==> config.mk <==
export PLATFORM = sky130hd
export DESIGN_NAME = csstat_fifo
export DESIGN_NICKNAME = d
export VERILOG_FILES = /design/src/sv/csstat_pkg.sv /design/src/sv/csstat_fifo.sv
export SDC_FILE = /design/constraint.sdc
export NUM_CORES = 1
export LEC_CHECK = 0
export BUFFER_PORTS_ARGS = -buffer_cell sky130_fd_sc_hd__buf_2
export CAP_MARGIN = 0
export CORE_MARGIN = 5
export CORE_UTILIZATION = 27
export DETAILED_ROUTE_END_ITERATION = 6
export SLEW_MARGIN = 20
export SYNTH_ARGS = -nofsm -noshare
export SYNTH_HDL_FRONTEND = slang
export SYNTH_SLANG_ARGS = --single-unit
==> constraint.sdc <==
create_clock -name clk_i -period 12.2 [get_ports clk_i]
set_clock_uncertainty 0.2 [all_clocks]
set_input_delay 2.44 -clock clk_i [delete_from_list [all_inputs] [get_ports clk_i]]
set_output_delay 2.44 -clock clk_i [all_outputs]
set_load 0.05 [all_outputs]
==> src/sv/csstat_pkg.sv <==
// ----------------------------------------------------------------------------
// Channel sample statistics package
// Shared widths, record and result types, and the result engine states.
// ----------------------------------------------------------------------------
package csstat_pkg;

  localparam int unsigned SAMPLE_BITS = 16;
  localparam int unsigned COUNT_BITS  = 24;
  localparam int unsigned FRAC_BITS   = 8;

  localparam int unsigned SAMPLE_W = 16;
  localparam int unsigned COUNT_W  = 24;
  localparam int unsigned MEAN_W   = 24;
  localparam int unsigned STD_W    = 24;

  localparam int unsigned SUM_W     = SAMPLE_BITS + COUNT_BITS;
  localparam int unsigned ABS_W     = SUM_W - 1;
  localparam int unsigned SQR_W     = 2 * SAMPLE_BITS - 1;
  localparam int unsigned SQSUM_W   = 2 * SAMPLE_BITS - 2 + COUNT_BITS;
  localparam int unsigned NUM_W     = COUNT_BITS + SQSUM_W;
  localparam int unsigned DEN_W     = 2 * COUNT_BITS;
  localparam int unsigned DVD_W     = NUM_W + 2 * FRAC_BITS;
  localparam int unsigned DIV_CNT_W = $clog2(DVD_W + 1);
  localparam int unsigned MUL_CNT_W = $clog2(ABS_W + 1);
  localparam int unsigned ROOT_W    = 64;
  localparam int unsigned QX_W      = (DVD_W > ROOT_W) ? DVD_W : ROOT_W + 1;

  localparam int unsigned FIFO_DEPTH = 2;
  localparam int unsigned FIFO_PTR_W = $clog2(FIFO_DEPTH);
  localparam int unsigned FIFO_CNT_W = $clog2(FIFO_DEPTH + 1);

  localparam logic [COUNT_BITS-1:0] COUNT_MAX = '1;
  localparam logic signed [SAMPLE_BITS-1:0] MIN_RESET = {1'b0, {(SAMPLE_BITS-1){1'b1}}};
  localparam logic signed [SAMPLE_BITS-1:0] MAX_RESET = {1'b1, {(SAMPLE_BITS-1){1'b0}}};
  localparam logic [QX_W-1:0] MEAN_NEG_X = QX_W'(1) << (MEAN_W - 1);
  localparam logic [QX_W-1:0] MEAN_POS_X = MEAN_NEG_X - QX_W'(1);
  localparam logic [ROOT_W-1:0] ROOT_ONE_INIT = ROOT_W'(1) << (ROOT_W - 2);

  typedef struct packed {
    logic signed [SAMPLE_W-1:0] sample;
    logic                       invalid;
    logic                       last;
  } in_item_t;

  typedef struct packed {
    logic [COUNT_W-1:0]         total_count;
    logic [COUNT_W-1:0]         bad_count;
    logic                       has_finite;
    logic signed [SAMPLE_W-1:0] min_value;
    logic signed [SAMPLE_W-1:0] max_value;
    logic [SAMPLE_W-1:0]        max_magnitude;
    logic signed [MEAN_W-1:0]   mean_value;
    logic [STD_W-1:0]           std_dev;
    logic                       overflow;
  } out_item_t;

  typedef struct packed {
    logic [COUNT_BITS-1:0]         seen;
    logic [COUNT_BITS-1:0]         bad;
    logic [COUNT_BITS-1:0]         vcnt;
    logic signed [SAMPLE_BITS-1:0] min_v;
    logic signed [SAMPLE_BITS-1:0] max_v;
    logic [SAMPLE_BITS-1:0]        mag;
    logic signed [SUM_W-1:0]       sum;
    logic [SQSUM_W-1:0]            sumsq;
    logic                          sat;
  } rec_t;

  typedef enum logic [3:0] {
    S_IDLE,
    S_LOAD,
    S_MEAN,
    S_MSQ,
    S_MKS,
    S_DIFF,
    S_VAR,
    S_ROOT,
    S_OUT
  } back_state_e;

endpackage

==> src/sv/csstat_fifo.sv <==
// ----------------------------------------------------------------------------
// Channel sample statistics record queue
// Short queue of record summaries between the front end and result engine.
// ----------------------------------------------------------------------------
module csstat_fifo (
  input  logic              clk_i,
  input  logic              rst_ni,
  input  logic              push_i,
  input  csstat_pkg::rec_t  push_data_i,
  output logic              full_o,
  input  logic              pop_i,
  output csstat_pkg::rec_t  head_o,
  output logic              empty_o
);

  csstat_pkg::rec_t                  mem_q [csstat_pkg::FIFO_DEPTH];
  logic [csstat_pkg::FIFO_PTR_W-1:0] wr_ptr_q, wr_ptr_d, rd_ptr_q, rd_ptr_d;
  logic [csstat_pkg::FIFO_CNT_W-1:0] cnt_q, cnt_d;
  logic                              do_push, do_pop;

  assign full_o  = cnt_q == csstat_pkg::FIFO_CNT_W'(csstat_pkg::FIFO_DEPTH);
  assign empty_o = cnt_q == '0;
  assign do_push = push_i && !full_o;
  assign do_pop  = pop_i && !empty_o;
  assign head_o  = mem_q[rd_ptr_q];

  always_comb begin
    wr_ptr_d = wr_ptr_q;
    rd_ptr_d = rd_ptr_q;
    cnt_d    = cnt_q;
    if (do_push) begin
      wr_ptr_d = (wr_ptr_q == csstat_pkg::FIFO_PTR_W'(csstat_pkg::FIFO_DEPTH - 1)) ?
                 '0 : wr_ptr_q + 1'b1;
    end
    if (do_pop) begin
      rd_ptr_d = (rd_ptr_q == csstat_pkg::FIFO_PTR_W'(csstat_pkg::FIFO_DEPTH - 1)) ?
                 '0 : rd_ptr_q + 1'b1;
    end
    if (do_push && !do_pop) begin
      cnt_d = cnt_q + 1'b1;
    end else if (do_pop && !do_push) begin
      cnt_d = cnt_q - 1'b1;
    end
  end

  always_ff @(posedge clk_i or negedge rst_ni) begin
    if (!rst_ni) begin
      wr_ptr_q <= '0;
      rd_ptr_q <= '0;
      cnt_q    <= '0;
    end else begin
      wr_ptr_q <= wr_ptr_d;
      rd_ptr_q <= rd_ptr_d;
      cnt_q    <= cnt_d;
    end
  end

  always_ff @(posedge clk_i) begin
    if (do_push) begin
      mem_q[wr_ptr_q] <= push_data_i;
    end
  end

endmodule

==> flow_metrics.tcl <==
set metrics [dict create \
    grt_max_degree 150 \
    finalHoldViolCount 0 \
    num-fill-cells 5713 \
    ys_ff_latch 434 \
    postRouteAntennaNets 0 \
    postPlaceCellArea_um2 19300 \
    grt_pass1_vias 8825 \
    grt_pass1_wl_um 53300 \
    numClockSinks 434 \
    root_buffer "clkbuf_16" \
    worst_slew_pin_slew_ns 1.09 \
    io_buffers 435 \
    htreeDepth 2 \
    drive_gt1_frac 0.612 \
    slew_headroom 0.272 \
    core_um2 60000 \
    path_clk_slew_ns 0.06 \
    cts_tree "yes" \
    gr-total-overflow 0 \
    ys_types 15 \
    syn_area_per_cell_um2 23.7 \
    place_congestion 0.735 \
    vias 8058 \
    final_max_slew_viol_count 0 \
    drt_iter0_drc 348 \
    die_h_um 256 \
    final_common_cell "buf_2" \
    crit_fanout 62 \
    setup_viol 0 \
    syn-num-nets 908 \
    syn_inst 688 \
    cp.required_ns 9.56 \
    viasPerCell 4.07 \
    cts_made_buffers 47 \
    start_kind "flop" \
    fin_crit_sh 0.458 \
    die_area_um2 65300 \
    ys_seq_area_frac 0.799 \
    drc 0 \
    multi_input_area_um2 3050 \
    antenna_found_initial 10 \
    final_cell_mix "buf_2, edfxtp_1, mux2_4" \
    wl_per_cell_um 18.1 \
    clkLatencyLatePin_ns 0.55 \
    min_period_ns 5.59 \
    hpwl_um 24300 \
    rsz0062_at_grt "false" \
    start_util 0.271 \
    wl_um 35900 \
    clock_path_buffers 3 \
    crit_type "flop to output pin" \
    worst_ir_drop_vdd_mv 0.235 \
    std_cell_rows 90 \
    p_leak_nw 8.04 \
    io_pins 436 \
    grt.total_usage 0.105 \
    cts_resized 0 \
    critPathCaptureType "output pin" \
    nNetsFinal 1375 \
    hp-class "flop to flop" \
    p_per_area_nw_per_um2 291 \
    finalSetupTns_ns 0 \
    status "finished clean" \
    ys_warn_count 0 \
    critPathArrivalTime_ns 2.95 \
    maxCapViolCount 0 \
    synthToLayoutAreaGrowth_pct 28.0 \
    drtPass1Iterations 6 \
    die_width_um 256 \
    netlist_area_um2 16300 \
    cts_hold_buf 0 \
    register_area_um2 13000 \
    final_cell_area_um2 20800 \
    max_freq_mhz 179 \
    postCtsSetupRepairBufs 0 \
]
==> worst max-delay path, cell delays in order, from the launching register on <==
cell and delay, ns:
dfrtp_4 0.75, buf_4 0.88, mux2_2 0.42, buf_2 0.21
==> path summary, 6_finish.rpt <==
check / from / slack [ns] / endpoint / cells past startpoint
worst min-delay path: cnt_q[1]$_DFFE_PN0P_ / 0.33 / cnt_q[1]$_DFFE_PN0P_ / 1
min in group asynchronous: rst_ni / 1.49 / cnt_q[0]$_DFFE_PN0P_ / 1
max in group asynchronous: rst_ni / 10.16 / rd_ptr_q$_DFFE_PN0P_ / 1
worst min register to register: cnt_q[1]$_DFFE_PN0P_ / 0.33 / cnt_q[1]$_DFFE_PN0P_ / 1
worst max register to register: cnt_q[0]$_DFFE_PN0P_ / 8.93 / mem_q[1][94]$_DFFE_PP_ / 4
worst max-delay path: rd_ptr_q$_DFFE_PN0P_ / 6.61 / head_o[198] / 3
==> metrics by stage <==
| stage | utilization | hold WS [ns] | instances | worst slack, ns | power (W) |
|---|---|---|---|---|---|
| after floorplan | - | 0.279 | 688 | 3.41 | 0.00429 |
| after global placement | 0.322 | 0.301 | 1888 | 6.94 | 0.00474 |
| after detailed placement | 0.322 | 0.327 | 1888 | 6.94 | 0.00476 |
| after CTS | 0.347 | 0.339 | 1974 | 6.53 | 0.00618 |
| after global routing | 0.347 | 0.374 | 1978 | 6.46 | 0.00634 |
| final | 0.347 | 0.335 | 1981 | 6.61 | 0.00608 |
==> final cells by class <==
cell class              instances  share of cell area
clock inverters                22              0.0102
inverters                       2            0.000360
multi-input cells             228               0.146
flip-flops and latches        434               0.624
diodes                          7            0.000840
well taps                     782              0.0469
repair buffers                442               0.108
clock buffers                  64              0.0630
==> state kept, by name, summed over array words and instances (netlist names) <==
name,cells
wr_ptr_q,1
rd_ptr_q,1
cnt_q,2
mem_q,430
==> synthesized netlist by cell type, drive strengths merged <==
cell type / n / area, um2
inv: 2 / 7.51
xor2: 2 / 17.5
dfrtp: 4 / 100
nand2b: 1 / 6.26
ha: 1 / 12.5
nand2: 1 / 3.75
o21ai: 1 / 5.00
buf: 24 / 226
and3: 1 / 6.26
xnor2: 3 / 26.3
mux2: 215 / 2950
nor2: 3 / 11.3
edfxtp: 430 / 12900
==> where the power goes <==
| part | leakage [nW] | switching [W] | internal [W] | total [W] |
|---|---|---|---|---|
| registers | 4.04 | 0.0000960 | 0.00204 | 0.00214 |
| logic | 3.25 | 0.00180 | 0.000747 | 0.00255 |
| clock network | 0.748 | 0.000553 | 0.000837 | 0.00139 |
==> cells by family after synthesis <==
group                    share of synthesized area
AO/OA/AOI/OAI                             0.000307
XOR/XNOR                                   0.00269
adder cells (fa/ha/maj)                   0.000768
buffers and inverters                       0.0144
flip-flops                                   0.799
multiplexers                                 0.181
AND/OR/NAND/NOR                            0.00169
==> routing by layer <==
metal  vias up  GRT usage  part of all wire  wire length [um]
met2       268      0.179              0.50             18000
li1       3692          -                 -                 -
met5         -          0            0.0016                57
met4         8     0.0315             0.026               919
met1      4018      0.122              0.39             14100
met3        72     0.0410             0.078              2800
(Power assumes the default switching activity.)
