$ cat src/sv/csstat_pkg.sv
// ----------------------------------------------------------------------------
// Channel sample statistics package
// Shared widths, record and result types, and the result engine states.
// ----------------------------------------------------------------------------
package csstat_pkg;

  localparam int unsigned SAMPLE_BITS = 16;
  localparam int unsigned COUNT_BITS  = 24;
  localparam int unsigned FRAC_BITS   = 8;

  localparam int unsigned SAMPLE_W = 16;
  localparam int unsigned COUNT_W  = 24;
  localparam int unsigned MEAN_W   = 24;
  localparam int unsigned STD_W    = 24;

  localparam int unsigned SUM_W     = SAMPLE_BITS + COUNT_BITS;
  localparam int unsigned ABS_W     = SUM_W - 1;
  localparam int unsigned SQR_W     = 2 * SAMPLE_BITS - 1;
  localparam int unsigned SQSUM_W   = 2 * SAMPLE_BITS - 2 + COUNT_BITS;
  localparam int unsigned NUM_W     = COUNT_BITS + SQSUM_W;
  localparam int unsigned DEN_W     = 2 * COUNT_BITS;
  localparam int unsigned DVD_W     = NUM_W + 2 * FRAC_BITS;
  localparam int unsigned DIV_CNT_W = $clog2(DVD_W + 1);
  localparam int unsigned MUL_CNT_W = $clog2(ABS_W + 1);
  localparam int unsigned ROOT_W    = 64;
  localparam int unsigned QX_W      = (DVD_W > ROOT_W) ? DVD_W : ROOT_W + 1;

  localparam int unsigned FIFO_DEPTH = 2;
  localparam int unsigned FIFO_PTR_W = $clog2(FIFO_DEPTH);
  localparam int unsigned FIFO_CNT_W = $clog2(FIFO_DEPTH + 1);

  localparam logic [COUNT_BITS-1:0] COUNT_MAX = '1;
  localparam logic signed [SAMPLE_BITS-1:0] MIN_RESET = {1'b0, {(SAMPLE_BITS-1){1'b1}}};
  localparam logic signed [SAMPLE_BITS-1:0] MAX_RESET = {1'b1, {(SAMPLE_BITS-1){1'b0}}};
  localparam logic [QX_W-1:0] MEAN_NEG_X = QX_W'(1) << (MEAN_W - 1);
  localparam logic [QX_W-1:0] MEAN_POS_X = MEAN_NEG_X - QX_W'(1);
  localparam logic [ROOT_W-1:0] ROOT_ONE_INIT = ROOT_W'(1) << (ROOT_W - 2);

  typedef struct packed {
    logic signed [SAMPLE_W-1:0] sample;
    logic                       invalid;
    logic                       last;
  } in_item_t;

  typedef struct packed {
    logic [COUNT_W-1:0]         total_count;
    logic [COUNT_W-1:0]         bad_count;
    logic                       has_finite;
    logic signed [SAMPLE_W-1:0] min_value;
    logic signed [SAMPLE_W-1:0] max_value;
    logic [SAMPLE_W-1:0]        max_magnitude;
    logic signed [MEAN_W-1:0]   mean_value;
    logic [STD_W-1:0]           std_dev;
    logic                       overflow;
  } out_item_t;

  typedef struct packed {
    logic [COUNT_BITS-1:0]         seen;
    logic [COUNT_BITS-1:0]         bad;
    logic [COUNT_BITS-1:0]         vcnt;
    logic signed [SAMPLE_BITS-1:0] min_v;
    logic signed [SAMPLE_BITS-1:0] max_v;
    logic [SAMPLE_BITS-1:0]        mag;
    logic signed [SUM_W-1:0]       sum;
    logic [SQSUM_W-1:0]            sumsq;
    logic                          sat;
  } rec_t;

  typedef enum logic [3:0] {
    S_IDLE,
    S_LOAD,
    S_MEAN,
    S_MSQ,
    S_MKS,
    S_DIFF,
    S_VAR,
    S_ROOT,
    S_OUT
  } back_state_e;

endpackage

$ cat src/sv/csstat_front.sv
// ----------------------------------------------------------------------------
// Channel sample statistics front end
// Registers each sample with its square, then folds it into the running
// counts, extremes and exact sums; pushes a record summary on the last sample.
// ----------------------------------------------------------------------------
module csstat_front (
  input  logic                  clk_i,
  input  logic                  rst_ni,
  input  logic                  in_valid_i,
  output logic                  in_ready_o,
  input  csstat_pkg::in_item_t  in_data_i,
  output logic                  push_o,
  output csstat_pkg::rec_t      push_data_o,
  input  logic                  full_i
);

  logic                                     s1_valid_q, s1_valid_d;
  logic signed [csstat_pkg::SAMPLE_BITS-1:0] s1_val_q;
  logic [csstat_pkg::SQR_W-1:0]             s1_sqr_q;
  logic                                     s1_inv_q, s1_last_q;

  logic [csstat_pkg::COUNT_BITS-1:0]        seen_q, seen_d, bad_q, bad_d, vcnt_q, vcnt_d;
  logic signed [csstat_pkg::SAMPLE_BITS-1:0] min_q, min_d, max_q, max_d;
  logic [csstat_pkg::SAMPLE_BITS-1:0]       mag_q, mag_d;
  logic signed [csstat_pkg::SUM_W-1:0]      sum_q, sum_d;
  logic [csstat_pkg::SQSUM_W-1:0]           sumsq_q, sumsq_d;
  logic                                     sat_q, sat_d;

  logic signed [csstat_pkg::SAMPLE_BITS-1:0]   in_val;
  logic signed [2*csstat_pkg::SAMPLE_BITS-1:0] in_sqr;
  logic [csstat_pkg::SAMPLE_BITS:0]            val_ext, val_mag;
  logic                                        stall, accept, step;
  csstat_pkg::rec_t                            upd;

  assign stall      = s1_valid_q && s1_last_q && full_i;
  assign in_ready_o = !stall;
  assign accept     = in_valid_i && in_ready_o;
  assign step       = s1_valid_q && !stall;
  assign s1_valid_d = accept || stall;

  assign in_val = in_data_i.sample[csstat_pkg::SAMPLE_BITS-1:0];
  assign in_sqr = in_val * in_val;

  assign val_ext = {s1_val_q[csstat_pkg::SAMPLE_BITS-1], s1_val_q};
  assign val_mag = s1_val_q[csstat_pkg::SAMPLE_BITS-1] ? (~val_ext + 1'b1) : val_ext;

  always_comb begin
    upd       = '0;
    upd.seen  = seen_q;
    upd.bad   = bad_q;
    upd.vcnt  = vcnt_q;
    upd.min_v = min_q;
    upd.max_v = max_q;
    upd.mag   = mag_q;
    upd.sum   = sum_q;
    upd.sumsq = sumsq_q;
    upd.sat   = sat_q;
    if (seen_q == csstat_pkg::COUNT_MAX) begin
      upd.sat = 1'b1;
    end else begin
      upd.seen = seen_q + 1'b1;
    end
    if (s1_inv_q) begin
      if (bad_q == csstat_pkg::COUNT_MAX) begin
        upd.sat = 1'b1;
      end else begin
        upd.bad = bad_q + 1'b1;
      end
    end else begin
      if (s1_val_q < min_q) begin
        upd.min_v = s1_val_q;
      end
      if (s1_val_q > max_q) begin
        upd.max_v = s1_val_q;
      end
      if (val_mag[csstat_pkg::SAMPLE_BITS-1:0] > mag_q) begin
        upd.mag = val_mag[csstat_pkg::SAMPLE_BITS-1:0];
      end
      if (vcnt_q == csstat_pkg::COUNT_MAX) begin
        upd.sat = 1'b1;
      end else begin
        upd.vcnt  = vcnt_q + 1'b1;
        upd.sum   = sum_q + csstat_pkg::SUM_W'(s1_val_q);
        upd.sumsq = sumsq_q + csstat_pkg::SQSUM_W'(s1_sqr_q);
      end
    end
  end

  always_comb begin
    seen_d  = seen_q;
    bad_d   = bad_q;
    vcnt_d  = vcnt_q;
    min_d   = min_q;
    max_d   = max_q;
    mag_d   = mag_q;
    sum_d   = sum_q;
    sumsq_d = sumsq_q;
    sat_d   = sat_q;
    if (step) begin
      if (s1_last_q) begin
        seen_d  = '0;
        bad_d   = '0;
        vcnt_d  = '0;
        min_d   = csstat_pkg::MIN_RESET;
        max_d   = csstat_pkg::MAX_RESET;
        mag_d   = '0;
        sum_d   = '0;
        sumsq_d = '0;
        sat_d   = 1'b0;
      end else begin
        seen_d  = upd.seen;
        bad_d   = upd.bad;
        vcnt_d  = upd.vcnt;
        min_d   = upd.min_v;
        max_d   = upd.max_v;
        mag_d   = upd.mag;
        sum_d   = upd.sum;
        sumsq_d = upd.sumsq;
        sat_d   = upd.sat;
      end
    end
  end

  assign push_o      = step && s1_last_q;
  assign push_data_o = upd;

  always_ff @(posedge clk_i or negedge rst_ni) begin
    if (!rst_ni) begin
      s1_valid_q <= 1'b0;
      seen_q     <= '0;
      bad_q      <= '0;
      vcnt_q     <= '0;
      min_q      <= csstat_pkg::MIN_RESET;
      max_q      <= csstat_pkg::MAX_RESET;
      mag_q      <= '0;
      sum_q      <= '0;
      sumsq_q    <= '0;
      sat_q      <= 1'b0;
    end else begin
      s1_valid_q <= s1_valid_d;
      seen_q     <= seen_d;
      bad_q      <= bad_d;
      vcnt_q     <= vcnt_d;
      min_q      <= min_d;
      max_q      <= max_d;
      mag_q      <= mag_d;
      sum_q      <= sum_d;
      sumsq_q    <= sumsq_d;
      sat_q      <= sat_d;
    end
  end

  always_ff @(posedge clk_i) begin
    if (accept) begin
      s1_val_q  <= in_val;
      s1_sqr_q  <= in_sqr[csstat_pkg::SQR_W-1:0];
      s1_inv_q  <= in_data_i.invalid;
      s1_last_q <= in_data_i.last;
    end
  end

`ifndef SYNTHESIS
  a_push_room: assert property (@(posedge clk_i) disable iff (!rst_ni)
    push_o |-> !full_i) else $error("record pushed into a full queue");

  a_clear_after_push: assert property (@(posedge clk_i) disable iff (!rst_ni)
    push_o |=> (seen_q == '0 && bad_q == '0 && vcnt_q == '0 && !sat_q))
    else $error("statistics not cleared after the last sample");

  a_counts_bounded: assert property (@(posedge clk_i) disable iff (!rst_ni)
    (vcnt_q <= seen_q) && (bad_q <= seen_q))
    else $error("partial count exceeds total count");
`endif

endmodule

$ cat config.mk
export PLATFORM = sky130hd
export DESIGN_NAME = csstat_front
export DESIGN_NICKNAME = d
export VERILOG_FILES = /design/src/sv/csstat_pkg.sv /design/src/sv/csstat_front.sv
export SDC_FILE = /design/constraint.sdc
export NUM_CORES = 1
export LEC_CHECK = 0
export BUFFER_PORTS_ARGS = -buffer_cell sky130_fd_sc_hd__buf_2
export CORE_AREA = 5 5 267 269
export CTS_BUF_LIST = sky130_fd_sc_hd__clkbuf_4 sky130_fd_sc_hd__clkbuf_8 sky130_fd_sc_hd__clkbuf_16
export DETAILED_ROUTE_END_ITERATION = 16
export DIE_AREA = 0 0 272 274
export PLACE_DENSITY_LB_ADDON = 0.05
export SLEW_MARGIN = 10
export SYNTH_ARGS = -nofsm -noshare
export SYNTH_HDL_FRONTEND = slang
export SYNTH_SLANG_ARGS = --single-unit
export TNS_END_PERCENT = 5
$ cat constraint.sdc
create_clock -name clk_i -period 8.9 [get_ports clk_i]
set_input_delay 0.89 -clock clk_i [delete_from_list [all_inputs] [get_ports clk_i]]
set_output_delay 0.89 -clock clk_i [all_outputs]
set_load 0.01 [all_outputs]
==> qor.yml <==
floorplanning:
  rows: 96
  core_sq_mm: 0.06835
  ios: 239
  initial_core_util: 0.3971
  fp.dieH_um: 274
  die_area_sq_mm: 0.07453
  die_x_um: 272
clock_tree:
  root_buffer: "clkbuf_16"
  clk_pin_slew_ns: 0.06
  clock_latency_ns: 0.57
  cts_buffers: 38
  cts_tree: "yes"
  htreeDepth: 2
  hold_buffers: 0
  cts.sinks: 263
  cts_repair_resize_count: 0
  cts_buffer_depth: 3
  cts_setup_buffers: 0
detailed_routing:
  wl_um: 82170
  drt-initial-drc-count: 1273
  first_pass_iters: 5
  route.detailed.drc: 0
  vias: 22590
  via_per_inst: 5.422
  postRouteAntennaNets: 0
  wl_per_cell_um: 19.72
pwr:
  peakVddDrop_mv: 0.5330
  leakagePower_nw: 15.04
  powerDensity_mw_per_mm2: 385.4
yosys:
  synth.top_cell.area_share: 0.1844
  ys.flop_type: "dfrtp_1"
  netlist_area_sq_mm: 0.02714
  synth_compound_area_frac: 0.1805
  synth_fa_ha_area_frac: 0.2659
  yosysUniqueCellTypes: 79
  avgSynthCellArea_sq_um: 8.754
  async_flop_share: 0.8213
  muxShareOfSynthArea: 0.006547
  synth_edf_count: 47
  ys_seq_area_frac: 0.2519
  synth_xor_area_frac: 0.06648
  synthTopCellsByArea: "dfrtp_1, fa_1, ha_1"
  ys_top_cells_by_count: "inv_1, nand2_1, o21ai_0, fa_1, ha_1"
  yosys.area_share.simple: 0.1467
  yosysTopAreaCell: "dfrtp_1"
  synth_top_family_by_area: "adder cells"
  syn_nets: 3559
  yosysMostFrequentCell: "inv_1"
  synth_seq_cells: 263
  synth_warnings: 0
  synthCells: 3100
sta:
  fin_ws_ns: 2.094
  fin_crit_sh: 0.7647
  rsz0062_at_grt: "false"
  whs_ns: 0.3482
  tightest_slew_ns: 1.202
  clock_skew_ns: 0.02526
  tns_ns: 0
  relSlewSlack: 0.1957
  finalCriticalPeriod_ns: 6.806
  hold_viol_final: 0
  fmax_mhz: 146.9
  setup_viol: 0
  slew_viol_final: 0
flow_run:
  cap_viol_max_count: 0
finish:
  fin_nets: 3719
  layout-drive-gt1-share: 0.1169
  n_antenna_cell: 0
  stdcell_count: 4166
  area.growth.synth_to_final_pct: 12.13
worst_setup_path:
  path_cells: "buf_2, inv_1, nor2_1, fa_1, fa_1, fa_1, fa_1, fa_1, inv_1, fa_1, inv_1, ha_1, a21oi_1, o22ai_1, nor2_1, o21ai_0, a2111oi_0, o21ai_0, a21oi_1, xnor2_1"
  setup.worst_path.start_class: "primary input"
  cpMaxStageDelayCell: "fa_1"
  endpoint_kind: "flip-flop"
  crit_start: "in_data_i[17]"
  critPathMaxFanout: 20
  critPathTopFamily: "adder cells"
  critPathBufInv: 4
  r2r_start: "s1_val_q[4]"
  required_ns: 9.20
  criticalPathCategory: "primary input to flip-flop"
  cp_common_cell: "fa_1"
  cp_data_arrival_time_ns: 7.11
  slowest_delay_ns: 0.88
grt:
  first_global_vias: 23160
  grt.total_usage: 0.2182
  grt_pass1_wl_um: 130000
  grt_max_degree: 107
  grt-ovfl-total: 0
  antenna_found_initial: 1
placed_design:
  gp_congestion: 0.8783
  place_ws_ns: 1.458
  port_buffers: 238
  dpl.hpwl_um: 61330
  place_inst: 4102
run_status:
  outcome: "finished, final reports clean"
hold_path:
  worstHoldPathType: "primary input to asynchronous set/reset pin"
[logic make-up (layout without fill, tap and decap cells)]
group,after synthesis,in the layout
DFF,263,263
AOI/OAI and AO/OA,756,756
xor gates and xnor gates,206,206
adders and majority gates,437,437
muxes,17,17
buffers and inverters,582,766
and+or+nand+nor,839,839
[registers in the layout, summed over array words and instances, names as in the netlist, 16 cells and up]
signal    count
bad_q        24
mag_q        16
max_q        16
min_q        16
s1_sqr_q     29
s1_val_q     16
seen_q       24
sum_q        40
sumsq_q      54
vcnt_q       24
[placed cells by master (no fill, tap or decap), types with 69 or more instances in the layout]
master / netlist / routed
a21o_1: 73 / 73
a21oi_1: 129 / 129
a22o_1: 92 / 92
buf_2: 6 / 237
dfrtp_1: 200 / 200
fa_1: 233 / 233
ha_1: 204 / 204
inv_1: 440 / 440
nand2_1: 373 / 371
nand3_1: 69 / 69
nor2_1: 132 / 131
o21ai_0: 257 / 256
xnor2_1: 131 / 131
xor2_1: 75 / 75
[per-stage QoR]
step | power (W) | area (sq um) | utilization
6_report | 0.01173 | 30430 | 0.4452
5_1_grt | 0.01305 | 30430 | 0.4452
3_5_place_dp | 0.01018 | 29120 | 0.4261
3_3_place_gp | 0.01008 | 29120 | 0.4261
2_1_floorplan | 0.008032 | 27140 | -
4_1_cts | 0.01192 | 30430 | 0.4452
[report_power, final]
group	leakage (nW)	internal [W]	switching, W
sequential	3.33	0.00180	0.000215
combinational	11.1	0.00333	0.00475
clock	0.655	0.00101	0.000620
[worst paths after layout]
kind                       slack, ns  depth (start not counted)           end
setup / recovery                2.09                         20  s1_sqr_q[30]
hold / removal                  0.35                          1     mag_q[15]
setup reg to reg                4.34                         14     mag_q[11]
hold reg to reg                 0.50                          1         sat_q
max in group asynchronous       7.00                          2     bad_q[18]
min in group clk_i              0.50                          1         sat_q
[area by class of cell]
cell class,instances,area (sq um)
fillers,6688,37920
multi-input cells,2255,18150
clock buffers,50,1090
flip-flops and latches,263,6837
inverters,440,1652
well taps,882,1104
repair buffers,262,1381
clock inverters,14,216.5
[metal layers]
layer	GRT usage	wire length, um	up-vias
met2	0.3826	40240	479
li1	-	-	10790
met4	0.07295	2930	2
met5	0	11	-
met1	0.2769	35180	11200
met3	0.03246	3806	120
Note: power is estimated with default switching activity, not from simulation.
