**src/sv/csstat_pkg.sv**
```systemverilog
// ----------------------------------------------------------------------------
// Channel sample statistics package
// Shared widths, record and result types, and the result engine states.
// ----------------------------------------------------------------------------
package csstat_pkg;

  localparam int unsigned SAMPLE_BITS = 16;
  localparam int unsigned COUNT_BITS  = 24;
  localparam int unsigned FRAC_BITS   = 8;

  localparam int unsigned SAMPLE_W = 16;
  localparam int unsigned COUNT_W  = 24;
  localparam int unsigned MEAN_W   = 24;
  localparam int unsigned STD_W    = 24;

  localparam int unsigned SUM_W     = SAMPLE_BITS + COUNT_BITS;
  localparam int unsigned ABS_W     = SUM_W - 1;
  localparam int unsigned SQR_W     = 2 * SAMPLE_BITS - 1;
  localparam int unsigned SQSUM_W   = 2 * SAMPLE_BITS - 2 + COUNT_BITS;
  localparam int unsigned NUM_W     = COUNT_BITS + SQSUM_W;
  localparam int unsigned DEN_W     = 2 * COUNT_BITS;
  localparam int unsigned DVD_W     = NUM_W + 2 * FRAC_BITS;
  localparam int unsigned DIV_CNT_W = $clog2(DVD_W + 1);
  localparam int unsigned MUL_CNT_W = $clog2(ABS_W + 1);
  localparam int unsigned ROOT_W    = 64;
  localparam int unsigned QX_W      = (DVD_W > ROOT_W) ? DVD_W : ROOT_W + 1;

  localparam int unsigned FIFO_DEPTH = 2;
  localparam int unsigned FIFO_PTR_W = $clog2(FIFO_DEPTH);
  localparam int unsigned FIFO_CNT_W = $clog2(FIFO_DEPTH + 1);

  localparam logic [COUNT_BITS-1:0] COUNT_MAX = '1;
  localparam logic signed [SAMPLE_BITS-1:0] MIN_RESET = {1'b0, {(SAMPLE_BITS-1){1'b1}}};
  localparam logic signed [SAMPLE_BITS-1:0] MAX_RESET = {1'b1, {(SAMPLE_BITS-1){1'b0}}};
  localparam logic [QX_W-1:0] MEAN_NEG_X = QX_W'(1) << (MEAN_W - 1);
  localparam logic [QX_W-1:0] MEAN_POS_X = MEAN_NEG_X - QX_W'(1);
  localparam logic [ROOT_W-1:0] ROOT_ONE_INIT = ROOT_W'(1) << (ROOT_W - 2);

  typedef struct packed {
    logic signed [SAMPLE_W-1:0] sample;
    logic                       invalid;
    logic                       last;
  } in_item_t;

  typedef struct packed {
    logic [COUNT_W-1:0]         total_count;
    logic [COUNT_W-1:0]         bad_count;
    logic                       has_finite;
    logic signed [SAMPLE_W-1:0] min_value;
    logic signed [SAMPLE_W-1:0] max_value;
    logic [SAMPLE_W-1:0]        max_magnitude;
    logic signed [MEAN_W-1:0]   mean_value;
    logic [STD_W-1:0]           std_dev;
    logic                       overflow;
  } out_item_t;

  typedef struct packed {
    logic [COUNT_BITS-1:0]         seen;
    logic [COUNT_BITS-1:0]         bad;
    logic [COUNT_BITS-1:0]         vcnt;
    logic signed [SAMPLE_BITS-1:0] min_v;
    logic signed [SAMPLE_BITS-1:0] max_v;
    logic [SAMPLE_BITS-1:0]        mag;
    logic signed [SUM_W-1:0]       sum;
    logic [SQSUM_W-1:0]            sumsq;
    logic                          sat;
  } rec_t;

  typedef enum logic [3:0] {
    S_IDLE,
    S_LOAD,
    S_MEAN,
    S_MSQ,
    S_MKS,
    S_DIFF,
    S_VAR,
    S_ROOT,
    S_OUT
  } back_state_e;

endpackage

```
**src/sv/csstat_div.sv**
```systemverilog
// ----------------------------------------------------------------------------
// Channel sample statistics divider
// Restoring unsigned divider producing one quotient bit per cycle.
// ----------------------------------------------------------------------------
module csstat_div (
  input  logic                           clk_i,
  input  logic                           rst_ni,
  input  logic                           start_i,
  input  logic [csstat_pkg::DVD_W-1:0]   dividend_i,
  input  logic [csstat_pkg::DEN_W-1:0]   divisor_i,
  output logic                           idle_o,
  output logic [csstat_pkg::DVD_W-1:0]   quotient_o
);

  logic [csstat_pkg::DIV_CNT_W-1:0] cnt_q, cnt_d;
  logic [csstat_pkg::DVD_W-1:0]     sh_q;
  logic [csstat_pkg::DEN_W-1:0]     rem_q, dvs_q;
  logic [csstat_pkg::DEN_W:0]       trial, diff;
  logic                             qbit;

  assign idle_o     = cnt_q == '0;
  assign quotient_o = sh_q;
  assign trial      = {rem_q, sh_q[csstat_pkg::DVD_W-1]};
  assign diff       = trial - {1'b0, dvs_q};
  assign qbit       = trial >= {1'b0, dvs_q};

  always_comb begin
    cnt_d = cnt_q;
    if (start_i) begin
      cnt_d = csstat_pkg::DIV_CNT_W'(csstat_pkg::DVD_W);
    end else if (!idle_o) begin
      cnt_d = cnt_q - 1'b1;
    end
  end

  always_ff @(posedge clk_i or negedge rst_ni) begin
    if (!rst_ni) begin
      cnt_q <= '0;
    end else begin
      cnt_q <= cnt_d;
    end
  end

  always_ff @(posedge clk_i) begin
    if (start_i) begin
      sh_q  <= dividend_i;
      rem_q <= '0;
      dvs_q <= divisor_i;
    end else if (!idle_o) begin
      sh_q  <= {sh_q[csstat_pkg::DVD_W-2:0], qbit};
      rem_q <= qbit ? diff[csstat_pkg::DEN_W-1:0] : trial[csstat_pkg::DEN_W-1:0];
    end
  end

endmodule

```
**src/sv/csstat_back.sv**
```systemverilog
// ----------------------------------------------------------------------------
// Channel sample statistics result engine
// Takes one record summary at a time and works out the mean and standard
// deviation with a shared divider, a shift-add multiplier and a root unit.
// ----------------------------------------------------------------------------
module csstat_back (
  input  logic                   clk_i,
  input  logic                   rst_ni,
  input  csstat_pkg::rec_t       head_i,
  input  logic                   empty_i,
  output logic                   pop_o,
  output logic                   out_valid_o,
  input  logic                   out_ready_i,
  output csstat_pkg::out_item_t  out_data_o
);

  csstat_pkg::back_state_e state_q, state_d;
  csstat_pkg::rec_t        rec_q;

  logic [csstat_pkg::DEN_W-1:0]      kk_q;
  logic signed [csstat_pkg::MEAN_W-1:0] mean_q, mean_d;
  logic [csstat_pkg::STD_W-1:0]      std_q;
  logic [csstat_pkg::NUM_W-1:0]      acc_q, sq_q;
  logic [csstat_pkg::ABS_W-1:0]      mpl_q;
  logic [csstat_pkg::SQSUM_W-1:0]    mcd_q;
  logic [csstat_pkg::MUL_CNT_W-1:0]  mcnt_q;
  logic [csstat_pkg::ROOT_W-1:0]     x_q, res_q, one_q, root_trial, root_in;

  logic [csstat_pkg::SUM_W-1:0]      sum_mag;
  logic [csstat_pkg::ABS_W-1:0]      abs_sum;
  logic [csstat_pkg::COUNT_BITS-1:0] vcnt_m1;
  logic [csstat_pkg::NUM_W:0]        diff_w;
  logic [csstat_pkg::NUM_W-1:0]      num;
  logic [csstat_pkg::QX_W-1:0]       q_ext;
  logic [csstat_pkg::DVD_W-1:0]      div_dvd, div_q;
  logic [csstat_pkg::DEN_W-1:0]      div_dvs;
  logic                              div_start, div_idle;
  logic                              k_zero, k_one, mul_run, root_run;
  logic                              mul_load_sq, mul_load_ks, root_load, mean_take, std_take;

  assign k_zero   = rec_q.vcnt == '0;
  assign k_one    = rec_q.vcnt == csstat_pkg::COUNT_BITS'(1);
  assign mul_run  = (state_q == csstat_pkg::S_MSQ || state_q == csstat_pkg::S_MKS) &&
                    mcnt_q != '0;
  assign root_run = state_q == csstat_pkg::S_ROOT && one_q != '0;

  assign sum_mag = rec_q.sum[csstat_pkg::SUM_W-1] ? (~rec_q.sum + 1'b1) : rec_q.sum;
  assign abs_sum = sum_mag[csstat_pkg::ABS_W-1:0];
  assign vcnt_m1 = rec_q.vcnt - 1'b1;
  assign diff_w  = {1'b0, acc_q} - {1'b0, sq_q};
  assign num     = diff_w[csstat_pkg::NUM_W] ? '0 : diff_w[csstat_pkg::NUM_W-1:0];
  assign q_ext   = csstat_pkg::QX_W'(div_q);
  assign root_in = (|q_ext[csstat_pkg::QX_W-1:csstat_pkg::ROOT_W]) ?
                   '1 : q_ext[csstat_pkg::ROOT_W-1:0];
  assign root_trial = res_q + one_q;

  always_comb begin
    state_d = state_q;
    case (state_q)
      csstat_pkg::S_IDLE: begin
        if (!empty_i) state_d = csstat_pkg::S_LOAD;
      end
      csstat_pkg::S_LOAD: begin
        state_d = k_zero ? csstat_pkg::S_OUT : csstat_pkg::S_MEAN;
      end
      csstat_pkg::S_MEAN: begin
        if (div_idle) state_d = k_one ? csstat_pkg::S_OUT : csstat_pkg::S_MSQ;
      end
      csstat_pkg::S_MSQ: begin
        if (mcnt_q == '0) state_d = csstat_pkg::S_MKS;
      end
      csstat_pkg::S_MKS: begin
        if (mcnt_q == '0) state_d = csstat_pkg::S_DIFF;
      end
      csstat_pkg::S_DIFF: begin
        state_d = csstat_pkg::S_VAR;
      end
      csstat_pkg::S_VAR: begin
        if (div_idle) state_d = csstat_pkg::S_ROOT;
      end
      csstat_pkg::S_ROOT: begin
        if (one_q == '0) state_d = csstat_pkg::S_OUT;
      end
      csstat_pkg::S_OUT: begin
        if (out_ready_i) state_d = csstat_pkg::S_IDLE;
      end
      default: begin
        state_d = csstat_pkg::S_IDLE;
      end
    endcase
  end

  always_comb begin
    pop_o       = 1'b0;
    div_start   = 1'b0;
    div_dvd     = csstat_pkg::DVD_W'(num) << (2 * csstat_pkg::FRAC_BITS);
    div_dvs     = kk_q;
    mul_load_sq = 1'b0;
    mul_load_ks = 1'b0;
    root_load   = 1'b0;
    mean_take   = 1'b0;
    std_take    = 1'b0;
    out_valid_o = 1'b0;
    case (state_q)
      csstat_pkg::S_IDLE: begin
        pop_o = !empty_i;
      end
      csstat_pkg::S_LOAD: begin
        div_start = !k_zero;
        div_dvd   = csstat_pkg::DVD_W'(abs_sum) << csstat_pkg::FRAC_BITS;
        div_dvs   = csstat_pkg::DEN_W'(rec_q.vcnt);
      end
      csstat_pkg::S_MEAN: begin
        mean_take   = div_idle;
        mul_load_sq = div_idle && !k_one;
      end
      csstat_pkg::S_MSQ: begin
        mul_load_ks = mcnt_q == '0;
      end
      csstat_pkg::S_DIFF: begin
        div_start = 1'b1;
      end
      csstat_pkg::S_VAR: begin
        root_load = div_idle;
      end
      csstat_pkg::S_ROOT: begin
        std_take = one_q == '0;
      end
      csstat_pkg::S_OUT: begin
        out_valid_o = 1'b1;
      end
      default: begin
        pop_o = 1'b0;
      end
    endcase
  end

  always_comb begin
    if (!rec_q.sum[csstat_pkg::SUM_W-1]) begin
      mean_d = (q_ext > csstat_pkg::MEAN_POS_X) ?
               csstat_pkg::MEAN_W'(csstat_pkg::MEAN_POS_X) : q_ext[csstat_pkg::MEAN_W-1:0];
    end else begin
      mean_d = (q_ext > csstat_pkg::MEAN_NEG_X) ?
               csstat_pkg::MEAN_W'(csstat_pkg::MEAN_NEG_X) :
               (~q_ext[csstat_pkg::MEAN_W-1:0] + 1'b1);
    end
  end

  csstat_div u_div (
    .clk_i      (clk_i),
    .rst_ni     (rst_ni),
    .start_i    (div_start),
    .dividend_i (div_dvd),
    .divisor_i  (div_dvs),
    .idle_o     (div_idle),
    .quotient_o (div_q)
  );

  always_ff @(posedge clk_i or negedge rst_ni) begin
    if (!rst_ni) begin
      state_q <= csstat_pkg::S_IDLE;
    end else begin
      state_q <= state_d;
    end
  end

  always_ff @(posedge clk_i) begin
    if (pop_o) begin
      rec_q <= head_i;
    end
    if (state_q == csstat_pkg::S_LOAD) begin
      kk_q  <= csstat_pkg::DEN_W'(rec_q.vcnt) * csstat_pkg::DEN_W'(vcnt_m1);
      std_q <= '0;
    end
    if (mean_take) begin
      mean_q <= mean_d;
    end
    if (mul_load_sq) begin
      acc_q  <= '0;
      mpl_q  <= abs_sum;
      mcd_q  <= csstat_pkg::SQSUM_W'(abs_sum);
      mcnt_q <= csstat_pkg::MUL_CNT_W'(csstat_pkg::ABS_W);
    end else if (mul_load_ks) begin
      sq_q   <= acc_q;
      acc_q  <= '0;
      mpl_q  <= csstat_pkg::ABS_W'(rec_q.vcnt) << (csstat_pkg::ABS_W - csstat_pkg::COUNT_BITS);
      mcd_q  <= rec_q.sumsq;
      mcnt_q <= csstat_pkg::MUL_CNT_W'(csstat_pkg::COUNT_BITS);
    end else if (mul_run) begin
      acc_q  <= (acc_q << 1) +
                (mpl_q[csstat_pkg::ABS_W-1] ? csstat_pkg::NUM_W'(mcd_q) : '0);
      mpl_q  <= mpl_q << 1;
      mcnt_q <= mcnt_q - 1'b1;
    end
    if (root_load) begin
      x_q   <= root_in;
      res_q <= '0;
      one_q <= csstat_pkg::ROOT_ONE_INIT;
    end else if (root_run) begin
      if (x_q >= root_trial) begin
        x_q   <= x_q - root_trial;
        res_q <= (res_q >> 1) + one_q;
      end else begin
        res_q <= res_q >> 1;
      end
      one_q <= one_q >> 2;
    end
    if (std_take) begin
      std_q <= (|res_q[csstat_pkg::ROOT_W-1:csstat_pkg::STD_W]) ?
               '1 : res_q[csstat_pkg::STD_W-1:0];
    end
  end

  always_comb begin
    out_data_o               = '0;
    out_data_o.total_count   = csstat_pkg::COUNT_W'(rec_q.seen);
    out_data_o.bad_count     = csstat_pkg::COUNT_W'(rec_q.bad);
    out_data_o.overflow      = rec_q.sat;
    if (!k_zero) begin
      out_data_o.has_finite    = 1'b1;
      out_data_o.min_value     = csstat_pkg::SAMPLE_W'(rec_q.min_v);
      out_data_o.max_value     = csstat_pkg::SAMPLE_W'(rec_q.max_v);
      out_data_o.max_magnitude = csstat_pkg::SAMPLE_W'(rec_q.mag);
      out_data_o.mean_value    = mean_q;
      out_data_o.std_dev       = std_q;
    end
  end

`ifndef SYNTHESIS
  a_div_not_busy: assert property (@(posedge clk_i) disable iff (!rst_ni)
    div_start |-> div_idle) else $error("divider restarted while busy");

  a_mean_nonzero_k: assert property (@(posedge clk_i) disable iff (!rst_ni)
    (state_q == csstat_pkg::S_MEAN) |-> !k_zero)
    else $error("mean division with zero valid samples");

  a_var_divisor: assert property (@(posedge clk_i) disable iff (!rst_ni)
    (state_q == csstat_pkg::S_DIFF) |-> (kk_q > csstat_pkg::DEN_W'(1)))
    else $error("variance divisor below two");
`endif

endmodule

```
**config.mk**
```make
export PLATFORM = sky130hd
export DESIGN_NAME = csstat_back
export DESIGN_NICKNAME = d
export VERILOG_FILES = /design/src/sv/csstat_pkg.sv /design/src/sv/csstat_div.sv /design/src/sv/csstat_back.sv
export SDC_FILE = /design/constraint.sdc
export NUM_CORES = 2
export LEC_CHECK = 0
export ABC_CLOCK_PERIOD_IN_PS = 30100
export BUFFER_PORTS_ARGS = -buffer_cell sky130_fd_sc_hd__buf_2
export CAP_MARGIN = 30
export CORE_MARGIN = 5
export CORE_UTILIZATION = 36
export DETAILED_ROUTE_END_ITERATION = 16
export PLACE_DENSITY_LB_ADDON = 0.2
export SYNTH_ARGS = -nofsm -noshare
export SYNTH_HDL_FRONTEND = slang
export SYNTH_HIERARCHICAL = 1
export SYNTH_SLANG_ARGS = --single-unit
```
**constraint.sdc**
```tcl
create_clock -name clk_i -period 30.1 [get_ports clk_i]
set_input_delay 6.02 -clock clk_i [delete_from_list [all_inputs] [get_ports clk_i]]
set_output_delay 6.02 -clock clk_i [all_outputs]
set_load 0.02 [all_outputs]
```
==> impl_metrics.toml <==
[floorplan]
fp.coreArea_sq_um = 214200
fp.dieH_microns = 473.6
fp.dieW_microns = 473.6
std_cell_rows = 170
start_util_pct = 36.12
io_pins = 367
die-area_sq_um = 224300

[clock_network]
h-tree-depth = 3
hold_buffers = 0
clock-sinks = 926
path_clk_slew_ns = 0.06
root_buffer = "clkbuf_16"
cts_tree = "built"
clock_latency_ns = 0.79
post_cts_resize_count = 0
cts_buffer_depth = 3
post_cts_buffers = 0
cts_buffers = 112

[logic_synthesis]
netlist_top_cells_count = "inv_1, nand2_1, edfxtp_1"
netlist_instances = 8293
post_synth_num_cell_types = 123
yosys.area.top_type_share_pct = 26.08
avgSynthCellArea_sq_um = 9.329
synth_area_sq_um = 77360
yosys-top-cells-area = "edfxtp_1, fa_1, ha_1, dfxtp_1, inv_1"
synthFlopType = "edfxtp_1"
yosysMostFrequentCell = "inv_1"
yosysSeqAreaShare_pct = 32.73
yosysWarningCount = 6
synth_edf_count = 672
async_flop_share_pct = 1.188
synth_top_area_cell = "edfxtp_1"
ys_ff_latch = 926

[detailed_routing]
drt-wirelength-per-cell_microns = 21.81
ant_nets = 0
vias_per_cell = 5.374
totalWireLength_microns = 246600
drt_pass1_iterations = 5
drcViolationCount = 0
vias = 60760
drt-initial-drc-count = 4123

[outcome]
status = "complete, no violations"

[layout]
multi_input_area_sq_um = 46820
drive_above_1_share_pct = 10.20
area_delta_synth_final_pct = 10.29
final-seq-area_sq_um = 25320
layout.nets = 9583
nFillCells = 21260

[setup_path]
critPathKind = "input port to output port"
path_max_fanout = 40
cp-start-kind = "input port"
cp-end-kind = "output port"
cp.arrival_ns = 7.48
reg2reg_slack_ns = 19.48
worstPathRequired_ns = 24.08

[global_route]
antenna_found_initial = 18
grt_pass1_wl_microns = 375700
grt_util_all_layers_pct = 21.50
grt-busiest-layer = "met2"
overflow = 0
grt_start_max_net_pins = 138
use_met1_pct = 28.40
grt_util_met2_pct = 36.84
use_met3_pct = 2.135
first_global_vias = 60960

[place]
gp_congestion = 0.9280
dp_hpwl_microns = 185000
io_buffers = 366

[sta]
slew_viol_final = 0
worst_pin_slew_ns = 1.029
finalCritPeriodShare_pct = 44.86
fin_crit_ns = 13.50
skew_ns = 0.06263
hold_violations = 0
relSlewSlack_pct = 31.38
max_freq_ghz = 0.07405
fin_setup_tns_ns = 0
rsz0062_at_grt = "no"
setup_viol_count_final = 0

[run]
drv_cap = 0

[hold_path]
hold_class = "flop to flop"
-- area by class of cell --
class / instances / share of cell area [%]
flip-flops and latches: 926 / 29.68
well taps: 2838 / 4.162
diodes: 7 / 0.02053
multi-input cells: 6068 / 54.87
repair buffers: 452 / 3.008
inverters: 803 / 3.542
clock inverters: 76 / 1.161
clock buffers: 136 / 3.559
-- critical path: stages --
cell	delay, ns
buf_2	0.18
nor3_2	0.41
buf_4	0.54
buf_2	0.27
-- layout by cell type (no fill, tap or decap), types with 89 or more instances in the layout --
| master | count |
|---|---|
| nand3_1 | 111 |
| ha_1 | 515 |
| xnor2_1 | 227 |
| mux2_2 | 95 |
| nand2b_1 | 402 |
| inv_1 | 797 |
| a31oi_1 | 93 |
| nor2b_1 | 206 |
| nor2_1 | 541 |
| nor3_1 | 113 |
| fa_1 | 486 |
| a21oi_1 | 556 |
| nand2_1 | 701 |
| a21o_1 | 216 |
| edfxtp_1 | 672 |
| o21ai_0 | 323 |
| dfxtp_1 | 243 |
| xor2_1 | 196 |
| a211oi_1 | 89 |
| and2_1 | 205 |
| nand4_1 | 109 |
| clkbuf_16 | 115 |
| buf_2 | 366 |
-- worst paths after layout --
check	cells after the start	end	startpoint
min	2	mcd_q[40]	rec_q[41]
max in group asynchronous	1	u_div/cnt_q[4]	rst_ni
max	4	pop_o	empty_i
min in group asynchronous	1	state_q[1]	rst_ni
max reg2reg	28	kk_q[46]	rec_q[147]
min reg2reg	2	mcd_q[40]	rec_q[41]
-- registers in the layout, indices dropped and copies added (netlist names) --
signal and count:
u_div/cnt_q 7, kk_q 47, u_div/dvs_q 48, mean_q 24, state_q 4, res_q 64
u_div/rem_q 48, one_q 32, out_data_o 49, mcd_q 54, rec_q 166, mpl_q 39
x_q 64, u_div/quotient_o 94, std_q 24, mcnt_q 6, sq_q 78, acc_q 78
-- cells by family after synthesis --
| kind of cell | Yosys count | synth area share [%] |
|---|---|---|
| compound gates | 1861 | 15.56 |
| fa+ha+maj | 1001 | 20.91 |
| buf+inv | 1306 | 6.888 |
| simple gates | 2646 | 17.29 |
| other cells | 1 | 0.004847 |
| mux | 128 | 1.811 |
| xor+xnor | 424 | 4.810 |
| flops | 926 | 32.73 |
-- per-layer routing --
layer,vias to the layer above,share of wire [%]
met4,0,3.9
li1,28730,-
met3,376,3.7
met1,30240,44
met2,1405,49
met5,-,0
-- through the flow --
| stage | worst slack (ns) | cell area, sq um | utilization [%] | cells | hold slack (ns) |
|---|---|---|---|---|---|
| 4_1_cts | 16.59 | 85280 | 39.81 | 11300 | 0.4540 |
| 3_5_place_dp | 16.60 | 81250 | 37.93 | 11090 | 0.4389 |
| 6_report | 16.60 | 85320 | 39.83 | 11310 | 0.4548 |
| 3_3_place_gp | 16.56 | 81180 | 37.90 | 11080 | 0.4315 |
| 5_1_grt | 16.57 | 85320 | 39.83 | 11300 | 0.4717 |
| 2_1_floorplan | 3.107 | 77390 | - | 8300 | 0.4178 |
Power is not shown: default switching activity piles up to over one toggle a cycle in this logic, so the estimate is an artifact.
